`src/sv/dq_pkg.sv`:
```
`timescale 1ns / 1ps
// ----------------------------------------------------------------------------
// dq_pkg: shared definitions of the double-ended queue
// Command codes and default sizes used by the interfaces and the modules.
// ----------------------------------------------------------------------------
package dq_pkg;

	localparam int DEPTH_DEF      = 16;
	localparam int DATA_WIDTH_DEF = 8;

	typedef enum logic [1:0] {
		CMD_PUSH_FRONT = 2'd0,
		CMD_PUSH_REAR  = 2'd1,
		CMD_POP_FRONT  = 2'd2,
		CMD_POP_REAR   = 2'd3
	} dq_cmd_t;

endpackage

```
`src/sv/dq_if.sv`:
```
`timescale 1ns / 1ps
// ----------------------------------------------------------------------------
// dq_if: command and result channels of the double-ended queue
// Valid/ready channels; a transaction completes when both are high.
// ----------------------------------------------------------------------------
interface dq_cmd_if #(
	parameter int DATA_WIDTH = dq_pkg::DATA_WIDTH_DEF
);
	import dq_pkg::*;

	logic                  valid;
	logic                  ready;
	dq_cmd_t               cmd;
	logic [DATA_WIDTH-1:0] push_byte;

	modport source (output valid, output cmd, output push_byte, input ready);
	modport sink   (input valid, input cmd, input push_byte, output ready);
endinterface

interface dq_res_if #(
	parameter int DEPTH      = dq_pkg::DEPTH_DEF,
	parameter int DATA_WIDTH = dq_pkg::DATA_WIDTH_DEF
);
	localparam int CW = $clog2(DEPTH + 1);

	logic                  valid;
	logic                  ready;
	logic [DATA_WIDTH-1:0] popped_byte;
	logic                  op_error;
	logic [CW-1:0]         entry_count;
	logic [DATA_WIDTH-1:0] front_byte;
	logic [DATA_WIDTH-1:0] rear_byte;
	logic                  now_empty;

	modport source (output valid, output popped_byte, output op_error, output entry_count,
		output front_byte, output rear_byte, output now_empty, input ready);
	modport sink   (input valid, input popped_byte, input op_error, input entry_count,
		input front_byte, input rear_byte, input now_empty, output ready);
endinterface

```
`src/sv/dq_ram.sv`:
```
`timescale 1ns / 1ps
// ----------------------------------------------------------------------------
// dq_ram: slot storage of the double-ended queue
// One write port and one read port; read data is registered.
// ----------------------------------------------------------------------------
module dq_ram #(
	parameter int DEPTH      = dq_pkg::DEPTH_DEF,
	parameter int DATA_WIDTH = dq_pkg::DATA_WIDTH_DEF
) (
	input  logic                     clk,
	input  logic                     wr_en,
	input  logic [$clog2(DEPTH)-1:0] wr_addr,
	input  logic [DATA_WIDTH-1:0]    wr_data,
	input  logic                     rd_en,
	input  logic [$clog2(DEPTH)-1:0] rd_addr,
	output logic [DATA_WIDTH-1:0]    rd_data
);
	logic [DATA_WIDTH-1:0] mem [DEPTH];
	logic [DATA_WIDTH-1:0] rd_data_q;

	always_ff @(posedge clk) begin
		if (wr_en) begin
			mem[wr_addr] <= wr_data;
		end
	end

	// The read data holds until the next read, so a stalled consumer keeps it.
	always_ff @(posedge clk) begin
		if (rd_en) begin
			rd_data_q <= mem[rd_addr];
		end
	end

	assign rd_data = rd_data_q;
endmodule

```
`src/sv/double_ended_queue.sv`:
```
`timescale 1ns / 1ps
// ----------------------------------------------------------------------------
// double_ended_queue: bounded deque on a circular slot memory
// Push and pop at either end with one result per command.
// ----------------------------------------------------------------------------
// Each command transaction produces exactly one result transaction carrying the
// popped byte, an error flag, the count after the command, the front and rear
// bytes after the command (zero when empty) and an empty flag. A pop from an
// empty deque or a push to a full one leaves the contents unchanged and raises
// op_error. The front and rear bytes are kept in registers; a pop that exposes
// a new end fetches it from the slot memory through its registered read port.
// A taken command waits in stage 1 until its result, with the fetched byte
// merged in, moves into the output register; only then is the next command
// taken. The output register lets one finished result wait for the consumer
// while the next command is taken; a second result then waits until the
// first transaction completes. No clearing pass is needed after reset: only
// slots holding live entries are ever read.
// ----------------------------------------------------------------------------
module double_ended_queue #(
	parameter int DEPTH      = dq_pkg::DEPTH_DEF,
	parameter int DATA_WIDTH = dq_pkg::DATA_WIDTH_DEF
) (
	input logic clk,
	input logic arst_n,
	dq_cmd_if.sink   cmd_ch,
	dq_res_if.source res_ch
);
	import dq_pkg::*;

	localparam int PW = $clog2(DEPTH);
	localparam int CW = $clog2(DEPTH + 1);

	// Pointer and count state. The head points at the front entry, the tail
	// just past the rear entry.
	logic [PW-1:0] head_q, tail_q;
	logic [CW-1:0] count_q;
	logic [DATA_WIDTH-1:0] front_q, rear_q;

	// Stage 1 holds a command whose result is being formed.
	logic                  busy_s1;
	logic [DATA_WIDTH-1:0] popped_s1;
	logic                  err_s1;
	logic                  rd_front_s1;
	logic                  rd_rear_s1;

	// Output register.
	logic                  res_valid_q;
	logic [DATA_WIDTH-1:0] res_popped_q, res_front_q, res_rear_q;
	logic                  res_err_q, res_empty_q;
	logic [CW-1:0]         res_count_q;

	logic accept, done;
	logic full, empty;
	logic [PW-1:0] head_inc, head_dec, tail_inc, tail_dec, tail_dec2;

	// Next-state decode of the command being accepted.
	logic [PW-1:0]         head_n, tail_n;
	logic [CW-1:0]         count_n;
	logic                  wr_en, rd_en;
	logic [PW-1:0]         wr_addr, rd_addr;
	logic [DATA_WIDTH-1:0] front_n, rear_n;
	logic [DATA_WIDTH-1:0] popped_n;
	logic                  err_n, rd_front_n, rd_rear_n;

	logic [DATA_WIDTH-1:0] rd_data;
	logic [DATA_WIDTH-1:0] front_fin, rear_fin;

	function automatic logic [PW-1:0] ptr_inc(input logic [PW-1:0] p);
		return (p == PW'(DEPTH - 1)) ? '0 : p + PW'(1);
	endfunction

	function automatic logic [PW-1:0] ptr_dec(input logic [PW-1:0] p);
		return (p == '0) ? PW'(DEPTH - 1) : p - PW'(1);
	endfunction

	assign cmd_ch.ready = !busy_s1;
	assign accept       = cmd_ch.valid && cmd_ch.ready;
	assign done         = busy_s1 && (!res_valid_q || res_ch.ready);

	assign full      = (count_q == CW'(DEPTH));
	assign empty     = (count_q == '0);
	assign head_inc  = ptr_inc(head_q);
	assign head_dec  = ptr_dec(head_q);
	assign tail_inc  = ptr_inc(tail_q);
	assign tail_dec  = ptr_dec(tail_q);
	assign tail_dec2 = ptr_dec(tail_dec);

	always_comb begin
		head_n     = head_q;
		tail_n     = tail_q;
		count_n    = count_q;
		wr_en      = 1'b0;
		wr_addr    = tail_q;
		rd_en      = 1'b0;
		rd_addr    = head_inc;
		front_n    = front_q;
		rear_n     = rear_q;
		popped_n   = '0;
		err_n      = 1'b0;
		rd_front_n = 1'b0;
		rd_rear_n  = 1'b0;
		unique case (cmd_ch.cmd)
			CMD_PUSH_FRONT: begin
				if (full) begin
					err_n = 1'b1;
				end else begin
					head_n  = head_dec;
					count_n = count_q + CW'(1);
					wr_en   = 1'b1;
					wr_addr = head_dec;
					front_n = cmd_ch.push_byte;
					if (empty) begin
						rear_n = cmd_ch.push_byte;
					end
				end
			end
			CMD_PUSH_REAR: begin
				if (full) begin
					err_n = 1'b1;
				end else begin
					tail_n  = tail_inc;
					count_n = count_q + CW'(1);
					wr_en   = 1'b1;
					wr_addr = tail_q;
					rear_n  = cmd_ch.push_byte;
					if (empty) begin
						front_n = cmd_ch.push_byte;
					end
				end
			end
			CMD_POP_FRONT: begin
				if (empty) begin
					err_n = 1'b1;
				end else begin
					popped_n = front_q;
					head_n   = head_inc;
					count_n  = count_q - CW'(1);
					// The new front comes out of memory when anything remains.
					rd_en      = (count_q != CW'(1));
					rd_addr    = head_inc;
					rd_front_n = (count_q != CW'(1));
				end
			end
			CMD_POP_REAR: begin
				if (empty) begin
					err_n = 1'b1;
				end else begin
					popped_n  = rear_q;
					tail_n    = tail_dec;
					count_n   = count_q - CW'(1);
					rd_en     = (count_q != CW'(1));
					rd_addr   = tail_dec2;
					rd_rear_n = (count_q != CW'(1));
				end
			end
			default: begin
				err_n = 1'b1;
			end
		endcase
	end

	dq_ram #(
		.DEPTH      (DEPTH),
		.DATA_WIDTH (DATA_WIDTH)
	) u_ram (
		.clk     (clk),
		.wr_en   (accept && wr_en),
		.wr_addr (wr_addr),
		.wr_data (cmd_ch.push_byte),
		.rd_en   (accept && rd_en),
		.rd_addr (rd_addr),
		.rd_data (rd_data)
	);

	// Ends after the command in stage 1, with the fetched byte merged in.
	assign front_fin = rd_front_s1 ? rd_data : front_q;
	assign rear_fin  = rd_rear_s1  ? rd_data : rear_q;

	always_ff @(posedge clk or negedge arst_n) begin
		if (!arst_n) begin
			head_q      <= '0;
			tail_q      <= '0;
			count_q     <= '0;
			busy_s1     <= 1'b0;
			res_valid_q <= 1'b0;
		end else begin
			if (accept) begin
				head_q  <= head_n;
				tail_q  <= tail_n;
				count_q <= count_n;
			end
			if (accept) begin
				busy_s1 <= 1'b1;
			end else if (done) begin
				busy_s1 <= 1'b0;
			end
			if (done) begin
				res_valid_q <= 1'b1;
			end else if (res_ch.ready) begin
				res_valid_q <= 1'b0;
			end
		end
	end

	// Payload registers. The end bytes are only looked at while the count is
	// nonzero, so they need no reset.
	always_ff @(posedge clk) begin
		if (accept) begin
			front_q     <= front_n;
			rear_q      <= rear_n;
			popped_s1   <= popped_n;
			err_s1      <= err_n;
			rd_front_s1 <= rd_front_n;
			rd_rear_s1  <= rd_rear_n;
		end else if (done) begin
			front_q <= front_fin;
			rear_q  <= rear_fin;
		end
		if (done) begin
			res_popped_q <= popped_s1;
			res_err_q    <= err_s1;
			res_count_q  <= count_q;
			res_empty_q  <= empty;
			res_front_q  <= empty ? '0 : front_fin;
			res_rear_q   <= empty ? '0 : rear_fin;
		end
	end

	assign res_ch.valid       = res_valid_q;
	assign res_ch.popped_byte = res_popped_q;
	assign res_ch.op_error    = res_err_q;
	assign res_ch.entry_count = res_count_q;
	assign res_ch.front_byte  = res_front_q;
	assign res_ch.rear_byte   = res_rear_q;
	assign res_ch.now_empty   = res_empty_q;
endmodule
```
`src/flat_wrapper.sv`:
```
// flat-port wrapper written by rule: the top's interface ports become plain ports
module double_ended_queue_flat import dq_pkg::*;
#(
	parameter int DEPTH      = dq_pkg::DEPTH_DEF,
	parameter int DATA_WIDTH = dq_pkg::DATA_WIDTH_DEF
)
  (clk, arst_n, cmd_ch_valid, cmd_ch_cmd, cmd_ch_push_byte, cmd_ch_ready, res_ch_valid, res_ch_popped_byte, res_ch_op_error, res_ch_entry_count, res_ch_front_byte, res_ch_rear_byte, res_ch_now_empty, res_ch_ready);
  dq_cmd_if #(.DATA_WIDTH(DATA_WIDTH)) cmd_ch_i ();
  dq_res_if #(.DEPTH(DEPTH), .DATA_WIDTH(DATA_WIDTH)) res_ch_i ();
  input logic clk;
  input logic arst_n;
  input wire logic [$bits(cmd_ch_i.valid)-1:0] cmd_ch_valid;
  input wire logic [$bits(cmd_ch_i.cmd)-1:0] cmd_ch_cmd;
  input wire logic [$bits(cmd_ch_i.push_byte)-1:0] cmd_ch_push_byte;
  output wire logic [$bits(cmd_ch_i.ready)-1:0] cmd_ch_ready;
  output wire logic [$bits(res_ch_i.valid)-1:0] res_ch_valid;
  output wire logic [$bits(res_ch_i.popped_byte)-1:0] res_ch_popped_byte;
  output wire logic [$bits(res_ch_i.op_error)-1:0] res_ch_op_error;
  output wire logic [$bits(res_ch_i.entry_count)-1:0] res_ch_entry_count;
  output wire logic [$bits(res_ch_i.front_byte)-1:0] res_ch_front_byte;
  output wire logic [$bits(res_ch_i.rear_byte)-1:0] res_ch_rear_byte;
  output wire logic [$bits(res_ch_i.now_empty)-1:0] res_ch_now_empty;
  input wire logic [$bits(res_ch_i.ready)-1:0] res_ch_ready;
  assign cmd_ch_i.valid = cmd_ch_valid;
  assign cmd_ch_i.cmd = cmd_ch_cmd;
  assign cmd_ch_i.push_byte = cmd_ch_push_byte;
  assign cmd_ch_ready = cmd_ch_i.ready;
  assign res_ch_valid = res_ch_i.valid;
  assign res_ch_popped_byte = res_ch_i.popped_byte;
  assign res_ch_op_error = res_ch_i.op_error;
  assign res_ch_entry_count = res_ch_i.entry_count;
  assign res_ch_front_byte = res_ch_i.front_byte;
  assign res_ch_rear_byte = res_ch_i.rear_byte;
  assign res_ch_now_empty = res_ch_i.now_empty;
  assign res_ch_i.ready = res_ch_ready;
  double_ended_queue #(.DEPTH(DEPTH), .DATA_WIDTH(DATA_WIDTH)) u_core (.clk(clk), .arst_n(arst_n), .cmd_ch(cmd_ch_i), .res_ch(res_ch_i));
endmodule
```
`config.mk`:
```
export PLATFORM = sky130hd
export DESIGN_NAME = double_ended_queue_flat
export DESIGN_NICKNAME = d
export VERILOG_FILES = /design/src/sv/dq_pkg.sv /design/src/sv/dq_if.sv /design/src/sv/dq_ram.sv /design/src/sv/double_ended_queue.sv /design/src/flat_wrapper.sv
export SDC_FILE = /design/constraint.sdc
export NUM_CORES = 1
export LEC_CHECK = 0
export BUFFER_PORTS_ARGS = -buffer_cell sky130_fd_sc_hd__buf_2
export CAP_MARGIN = 0
export CORE_MARGIN = 2
export CORE_UTILIZATION = 35
export DETAILED_ROUTE_END_ITERATION = 6
export GPL_TIMING_DRIVEN = 0
export SYNTH_ARGS = -nofsm -noshare
export SYNTH_HDL_FRONTEND = slang
export SYNTH_SLANG_ARGS = --single-unit
export TNS_END_PERCENT = 10
```
`constraint.sdc`:
```
create_clock -name clk -period 4.4 [get_ports clk]
set_input_delay 0 -clock clk [delete_from_list [all_inputs] [get_ports clk]]
set_output_delay 0 -clock clk [all_outputs]
set_load 0.01 [all_outputs]
```
# Yosys cells after proc, flatten, opt, wreduce, memory -nomap -nowiden
# Memories as Yosys holds them, arrays and structs flattened. A register that Yosys moved wholly into a read port is not among the register bits.
# Cells that the tools add are included.
dict set report word_totals {
  word_cells 111
  n_memories 1
  reg_bits 73
  mem_bits_rw 128
  inputBits 14
}
# memory depth word_bits read_ports rd_clocked_by_memory_dff wr line
set memory_table {}
lappend memory_table {u_core.u_ram.mem 16 8 1 1 1 dq_ram.sv:18} ;# logic [DATA_WIDTH-1:0] mem [DEPTH];
dict set report op_classes {
  muxes 45
  add_sub_neg 7
  eq_ne 18
  reduce_logical 23
}
# op n
set ops {}
lappend ops {{2-to-1 mux 8 bit} 11}
lappend ops {{2-to-1 mux 4 bit} 13}
lappend ops {{one-hot mux 8 bit (2 select lines)} 3}
lappend ops {{one-hot mux 4 bit (2 select lines)} 2}
lappend ops {{inequality test 3 bit, second input constant} 5}
lappend ops {{logical NOT 4 bit} 3}
lappend ops {{2-to-1 mux 1 bit} 12}
lappend ops {{inequality test 2 bit, second input constant} 6}
lappend ops {{subtractor 4 x 1 -> 4 bit, second input constant} 3}
lappend ops {{2-to-1 mux 5 bit} 2}
lappend ops {{one-hot mux 5 bit (2 select lines)} 1}
lappend ops {{AND reduction 5 bit} 2}
lappend ops {{adder 4 x 1 -> 4 bit, second input constant} 2}
lappend ops {{equality test 4 bit, second input constant} 2}
lappend ops {{AND reduction 4 bit} 2}
lappend ops {{nonzero test 2 bit} 4}
lappend ops {{adder 5 x 1 -> 5 bit, second input constant} 1}
lappend ops {{equality test 5 bit, second input constant} 1}
lappend ops {{logical NOT 5 bit} 1}
lappend ops {{inequality test 5 x 1 -> 1 bit, second input constant} 1}
lappend ops {{subtractor 5 x 1 -> 5 bit, second input constant} 1}
lappend ops {{equality test 2 bit, second input constant} 2}
lappend ops {{logical AND 1 bit} 4}
lappend ops {{OR reduction 2 bit} 2}
lappend ops {{6 further kinds} 7}

# Logic depth before layout (Yosys ltp)
dict set report logic_depth {
  word_depth 6
  depth_mapped 10
  ltp_nobuf 8
}

# Modules after synthesis
# A second synthesis with hierarchy kept.
dict set report hier_totals {
  cells_unflattened 539
  hier_area_um2 8803.4
}
# mod area_each_um2 n_inst seq_area_each_um2 cells_each
set by_module_without_submodules {}
lappend by_module_without_submodules {dq_ram 5227.5 1 4083.9 229}
lappend by_module_without_submodules {double_ended_queue 3575.9 1 2117.0 310}

# Least setup slack after synthesis
# OpenSTA, ideal clock, no wires.
dict set report synth_timing {
  kind {reg-to-reg}
  start {reg u_core.tail_q[0]}
  end {reg u_core.u_ram.rd_data_q[3] (netlist: u_core.u_ram.rd_data[3]) (read register of u_core.u_ram.mem) (data pin)}
  setup_slack_ps 1573
  t_required_ps 4136
  path_buffers 2
  synth_period_minus_slack_ps 2827
  path_stages_with_launch 11
  t_arrival_ps 2562
  path_cell_list {dfrtp_1 buf_4 inv_1 ha_1 or3b_1 and2_1 mux2i_4 buf_6 mux4_1 nand3_1 nand4_1}
}
dict set report synth_between {
  elab_chain_len 6
}
# element line
set synth_rtl {}
lappend synth_rtl {{start, declared} double_ended_queue.sv:35} ;# logic [PW-1:0] head_q, tail_q;
lappend synth_rtl {{start signal, assigned} double_ended_queue.sv:189} ;# tail_q <= tail_n;
lappend synth_rtl {{subtractor 4 x 1 -> 4 bit / logical NOT 4 bit (equally long branches)} double_ended_queue.sv:73} ;# return (p == '0) ? PW'(DEPTH - 1) : p - PW'(1);
lappend synth_rtl {{2-to-1 mux 4 bit *} double_ended_queue.sv:73}
lappend synth_rtl {{subtractor 4 x 1 -> 4 bit / logical NOT 4 bit (equally long branches)} double_ended_queue.sv:73}
lappend synth_rtl {{2-to-1 mux 4 bit *} double_ended_queue.sv:73}
lappend synth_rtl {{2-to-1 mux 4 bit *} double_ended_queue.sv:145} ;# if (empty) begin
lappend synth_rtl {{2-to-1 mux 4 bit *} -}
lappend synth_rtl {{end, declared} dq_ram.sv:19} ;# logic [DATA_WIDTH-1:0] rd_data_q;
# Mark *: on every way between the ends. The rest lies on a longest branch, timed or not.
# A chain may end at the register's enable or synchronous reset.

# Final worst setup path
dict set report layout_timing {
  start {reg u_core.count_q[0]}
  end {mem u_core.u_ram.mem[10][3] (netlist name), enable pin}
}
dict set report layout_between {
  elab_chain_len 6
}
# element line
set layout_rtl {}
lappend layout_rtl {{start, declared} double_ended_queue.sv:36} ;# logic [CW-1:0] count_q;
lappend layout_rtl {{start signal, assigned} double_ended_queue.sv:190} ;# count_q <= count_n;
lappend layout_rtl {{equality test 5 bit *} double_ended_queue.sv:80} ;# assign full = (count_q == CW'(DEPTH));
lappend layout_rtl {{2-to-1 mux 1 bit} {double_ended_queue.sv:104, double_ended_queue.sv:118}}
lappend layout_rtl {{2-to-1 mux 1 bit} -}
lappend layout_rtl {{logical AND 1 bit} double_ended_queue.sv:167} ;# .wr_en (accept && wr_en),
lappend layout_rtl {{2-to-1 mux 1 bit} dq_ram.sv:22} ;# if (wr_en) begin
lappend layout_rtl {{2-to-1 mux 1 bit (implied by the code)} dq_ram.sv:23} ;# mem[wr_addr] <= wr_data;
lappend layout_rtl {{end, declared} dq_ram.sv:18}
# Marks and branches as above.

==> flow_results.xml <==
<?xml version="1.0" encoding="UTF-8"?>
<metrics>
  <group name="finish">
    <metric name="num-nets-final" unit="">662</metric>
    <metric name="n_antenna_cell" unit="">0</metric>
    <metric name="fill_count" unit="">2276</metric>
    <metric name="finish.cell_count_without_fillers" unit="">983</metric>
    <metric name="final_common_cell" unit="">edfxtp_1</metric>
    <metric name="mostFrequentLayoutCells" unit="">edfxtp_1 (194), nor2_1 (66), buf_2 (55), nand3_1 (36), a21oi_1 (34)</metric>
    <metric name="drive_gt1_share" unit="%">19.8</metric>
    <metric name="syn_to_final_growth" unit="%">17.6</metric>
  </group>
  <group name="hold_path">
    <metric name="hold_path.class" unit="">input pin to register</metric>
  </group>
  <group name="drt">
    <metric name="detailed_route_wire_length_on_metal_1" unit="um">7820</metric>
    <metric name="vias_per_cell" unit="">4.98</metric>
    <metric name="drc" unit="">0</metric>
    <metric name="wl_per_cell" unit="um">17.9</metric>
    <metric name="vias" unit="">4896</metric>
    <metric name="first_iter_violations" unit="">368</metric>
    <metric name="top_signal_layer_used" unit="">met4</metric>
    <metric name="postRouteAntennaNets" unit="">0</metric>
    <metric name="dr_wl_met2" unit="um">8380</metric>
    <metric name="drt_pass1_iterations" unit="">5</metric>
    <metric name="postRouteWirelength" unit="um">17600</metric>
    <metric name="wl_met3" unit="um">879</metric>
  </group>
  <group name="power_and_ir_drop">
    <metric name="leakage" unit="nW">3.67</metric>
    <metric name="seq_power_share" unit="%">39.4</metric>
    <metric name="internal_power" unit="mW">4.90</metric>
    <metric name="power.combinational.fraction" unit="%">32.8</metric>
    <metric name="switchingPower" unit="mW">2.29</metric>
    <metric name="sw_frac_of_total" unit="%">31.8</metric>
    <metric name="power_per_cell_area" unit="mW/mm2">692</metric>
    <metric name="max-vdd-ir-drop" unit="uV">320</metric>
    <metric name="clock_power_share" unit="%">27.8</metric>
  </group>
  <group name="critical_path">
    <metric name="endpoint_kind" unit="">register</metric>
    <metric name="path_max_fanout" unit="">8</metric>
    <metric name="critical_path_arrival" unit="ps">3460</metric>
    <metric name="nature_of_the_critical_path_startpoint" unit="">register</metric>
    <metric name="crit_required" unit="ps">4520</metric>
    <metric name="path_class" unit="">register to register</metric>
  </group>
  <group name="sta">
    <metric name="period_needed" unit="ps">3350</metric>
    <metric name="slew_headroom" unit="%">17.3</metric>
    <metric name="rsz_0062_raised_after_global_routing" unit="">no</metric>
    <metric name="max_slew.worst_pin.slew" unit="ps">1230</metric>
    <metric name="timing.final.hold_violations" unit="">0</metric>
    <metric name="finalSetupViolCount" unit="">0</metric>
    <metric name="period_share" unit="%">76.0</metric>
    <metric name="clock-skew-final" unit="ps">7.51</metric>
    <metric name="slew_viol_final" unit="">0</metric>
    <metric name="maxClockFrequency" unit="MHz">299</metric>
    <metric name="timing.setup.tns" unit="ps">0</metric>
  </group>
  <group name="flow_run">
    <metric name="cap_violations" unit="">0</metric>
  </group>
  <group name="placed_design">
    <metric name="io_buffers" unit="">45</metric>
    <metric name="placedCellCount" unit="">929</metric>
    <metric name="detailed_place_hpwl" unit="um">12100</metric>
    <metric name="gpl.final_weighted_congestion" unit="">0.886</metric>
  </group>
  <group name="synth">
    <metric name="async_flop_share" unit="%">7.18</metric>
    <metric name="syn_area_per_cell" unit="um2">16.0</metric>
    <metric name="synthesized_cell_area" unit="mm2">0.00885</metric>
    <metric name="post_synth_main_area_contributors" unit="">edfxtp_1 (66%), mux4_2 (6.1%), dfrtp_1 (4.2%)</metric>
    <metric name="synthDistinctLibCells" unit="">50</metric>
    <metric name="cell_type_with_the_highest_aggregate_area_in_the_netlist" unit="">edfxtp_1</metric>
    <metric name="synth_enable_flop_cells" unit="">194</metric>
    <metric name="synthDominantCellAreaShare" unit="%">65.9</metric>
    <metric name="yosys_warnings" unit="">0</metric>
    <metric name="synthesis.nets" unit="">579</metric>
    <metric name="post_synth_inst_count" unit="">554</metric>
    <metric name="synth.ff_latch_count" unit="">209</metric>
    <metric name="ys_seq_area_share" unit="%">70.1</metric>
    <metric name="ys.flop_type" unit="">edfxtp_1</metric>
  </group>
  <group name="die">
    <metric name="dieArea" unit="mm2">0.0266</metric>
    <metric name="initial_core_utilization" unit="%">35.4</metric>
    <metric name="die-height" unit="um">163</metric>
    <metric name="num_rows" unit="">58</metric>
    <metric name="core_area" unit="mm2">0.0250</metric>
    <metric name="dieWidth" unit="um">163</metric>
    <metric name="pin_count" unit="">47</metric>
  </group>
  <group name="clock_network">
    <metric name="clock_insertion_delay_worst_skew" unit="ps">500</metric>
    <metric name="tritoncts" unit="">built</metric>
    <metric name="numCtsBuffers" unit="">23</metric>
    <metric name="post_cts_resize_count" unit="">0</metric>
    <metric name="clock-sinks" unit="">209</metric>
    <metric name="cts-root-buf" unit="">clkbuf_16</metric>
    <metric name="cts.htree.levels" unit="">1</metric>
    <metric name="clkSlewWorstSetupHoldPaths" unit="ps">60</metric>
    <metric name="cts.path.max_buffers" unit="">3</metric>
  </group>
  <group name="grt">
    <metric name="groute.usage.overall" unit="%">13.4</metric>
    <metric name="gr-total-overflow" unit="">0</metric>
    <metric name="grt_max_degree" unit="">33</metric>
    <metric name="antenna_found_initial" unit="">0</metric>
    <metric name="via_count_of_the_first_global_routing_pass" unit="">4954</metric>
    <metric name="first_pass_grt_wire_length" unit="um">27500</metric>
  </group>
  <group name="run_status">
    <metric name="outcome" unit="">finished, final reports clean</metric>
  </group>
</metrics>
==> what timing repair did <==
action	4_1_cts	5_1_grt
hold buffers	13	0
endpoints found under the hold margin	149	0
setup buffers	0	0
==> worst max-delay path: stages, from the launching register on <==
cell,delay (ps)
dfrtp_1,460
inv_1,110
ha_1,160
nor3b_1,530
a211o_1,370
nand2_1,80
o21ai_0,160
nand3_1,260
nor2_1,840
==> flip-flops by register name, summed over array words and instances (netlist names) <==
signal,flops
u_core.res_ch.op_error,1
u_core.count_q,5
u_core.rd_rear_s1,1
u_core.res_ch.valid,1
u_core.err_s1,1
u_core.u_ram.mem,128
u_core.front_q,8
u_core.rd_front_s1,1
u_core.res_ch.front_byte,8
u_core.res_ch.entry_count,5
u_core.tail_q,4
u_core.rear_q,8
u_core.u_ram.rd_data,8
u_core.head_q,4
u_core.busy_s1,1
u_core.popped_s1,8
u_core.res_ch.now_empty,1
u_core.res_ch.rear_byte,8
u_core.res_ch.popped_byte,8
==> metal layers <==
| metal | vias to the layer above | track usage (%) |
|---|---|---|
| li1 | 2308 | - |
| met1 | 2419 | 18.0 |
| met2 | 136 | 22.8 |
| met3 | 33 | 1.81 |
| met4 | 0 | 4.02 |
| met5 | - | 0 |
==> cell usage after synthesis, drive strengths merged, types with 2 or more instances <==
cell and n:
mux2 3, mux2i 29, nor4b 2, nor2 66
o21ai 11, nand3b 2, or2 2, and2 3
edfxtp 194, nand2 15, buf 21, a31oi 6
mux4 32, xnor2 4, ha 11, o21bai 2
a21oi 34, a211oi 2, nand2b 8, or3 2
inv 13, nand3 36, clkbuf 8, dfrtp 15
nor3 3, nand4 8, xor2 7
==> worst paths after layout <==
path | from | cells after the start | to | slack, ps
worst max-delay path | u_core.count_q[0]$_DFFE_PN0P_ | 8 | u_core.u_ram.mem[10][3]$_DFFE_PP_ | 1050
worst min-delay path | cmd_ch_cmd[1] | 5 | u_core.count_q[4]$_DFFE_PN0P_ | 70
worst max register to register | u_core.count_q[0]$_DFFE_PN0P_ | 8 | u_core.u_ram.mem[10][3]$_DFFE_PP_ | 1050
worst min register to register | u_core.popped_s1[7]$_DFFE_PP_ | 0 | u_core.res_ch.popped_byte[7]$_DFFE_PP_ | 420
max in group asynchronous | arst_n | 3 | u_core.busy_s1$_DFFE_PN0P_ | 3270
min in group asynchronous | arst_n | 3 | u_core.tail_q[2]$_DFFE_PN0P_ | 640
==> power by group through the flow <==
stage / Sequential (mW) / Clock [mW] / Combinational, mW
final: 2.84 / 2.00 / 2.36
after global routing: 2.88 / 2.12 / 2.60
after CTS: 2.84 / 2.04 / 2.39
after detailed placement: 2.88 / 0 / 2.37
after global placement: 2.86 / 0 / 2.33
after floorplan: 2.90 / 0 / 1.65
==> final cells by class <==
type                       count  area, um2  area share (%)
buffer                        29        163            1.56
clock buffer                  28        594            5.72
clock inverter                13        190            1.83
inverter                      13       48.8           0.469
multi-input combinational    303       2430            23.4
sequential                   209       6200            59.6
tap                          330        413            3.97
timing repair buffer          58        355            3.42
==> through the flow <==
stage	area [um2]	hold WS, ps	worst slack, ps	util, %	power, mW
CTS	10400	69.5	1050	41.7	7.27
floorplan	8850	-296	1570	-	4.55
finish	10400	71.3	1050	41.7	7.19
global route	10400	128	761	41.7	7.60
global placement	9480	-69.2	1100	38.0	5.19
detailed placement	9480	-60.4	1060	38.0	5.25
==> cell families (layout without fill, tap and decap cells) <==
logic type | count (synthesis) | count (layout) | share of synthesized area, %
flip-flops | 209 | 209 | 70.1
AND/OR/NAND/NOR | 152 | 152 | 8.25
AO/OA/AOI/OAI | 65 | 65 | 4.33
multiplexers | 64 | 64 | 12.3
buffers and inverters | 42 | 141 | 2.39
adder cells (fa/ha/maj) | 11 | 11 | 1.56
XOR/XNOR | 11 | 11 | 1.09
Power figures use the tool's default switching activity.
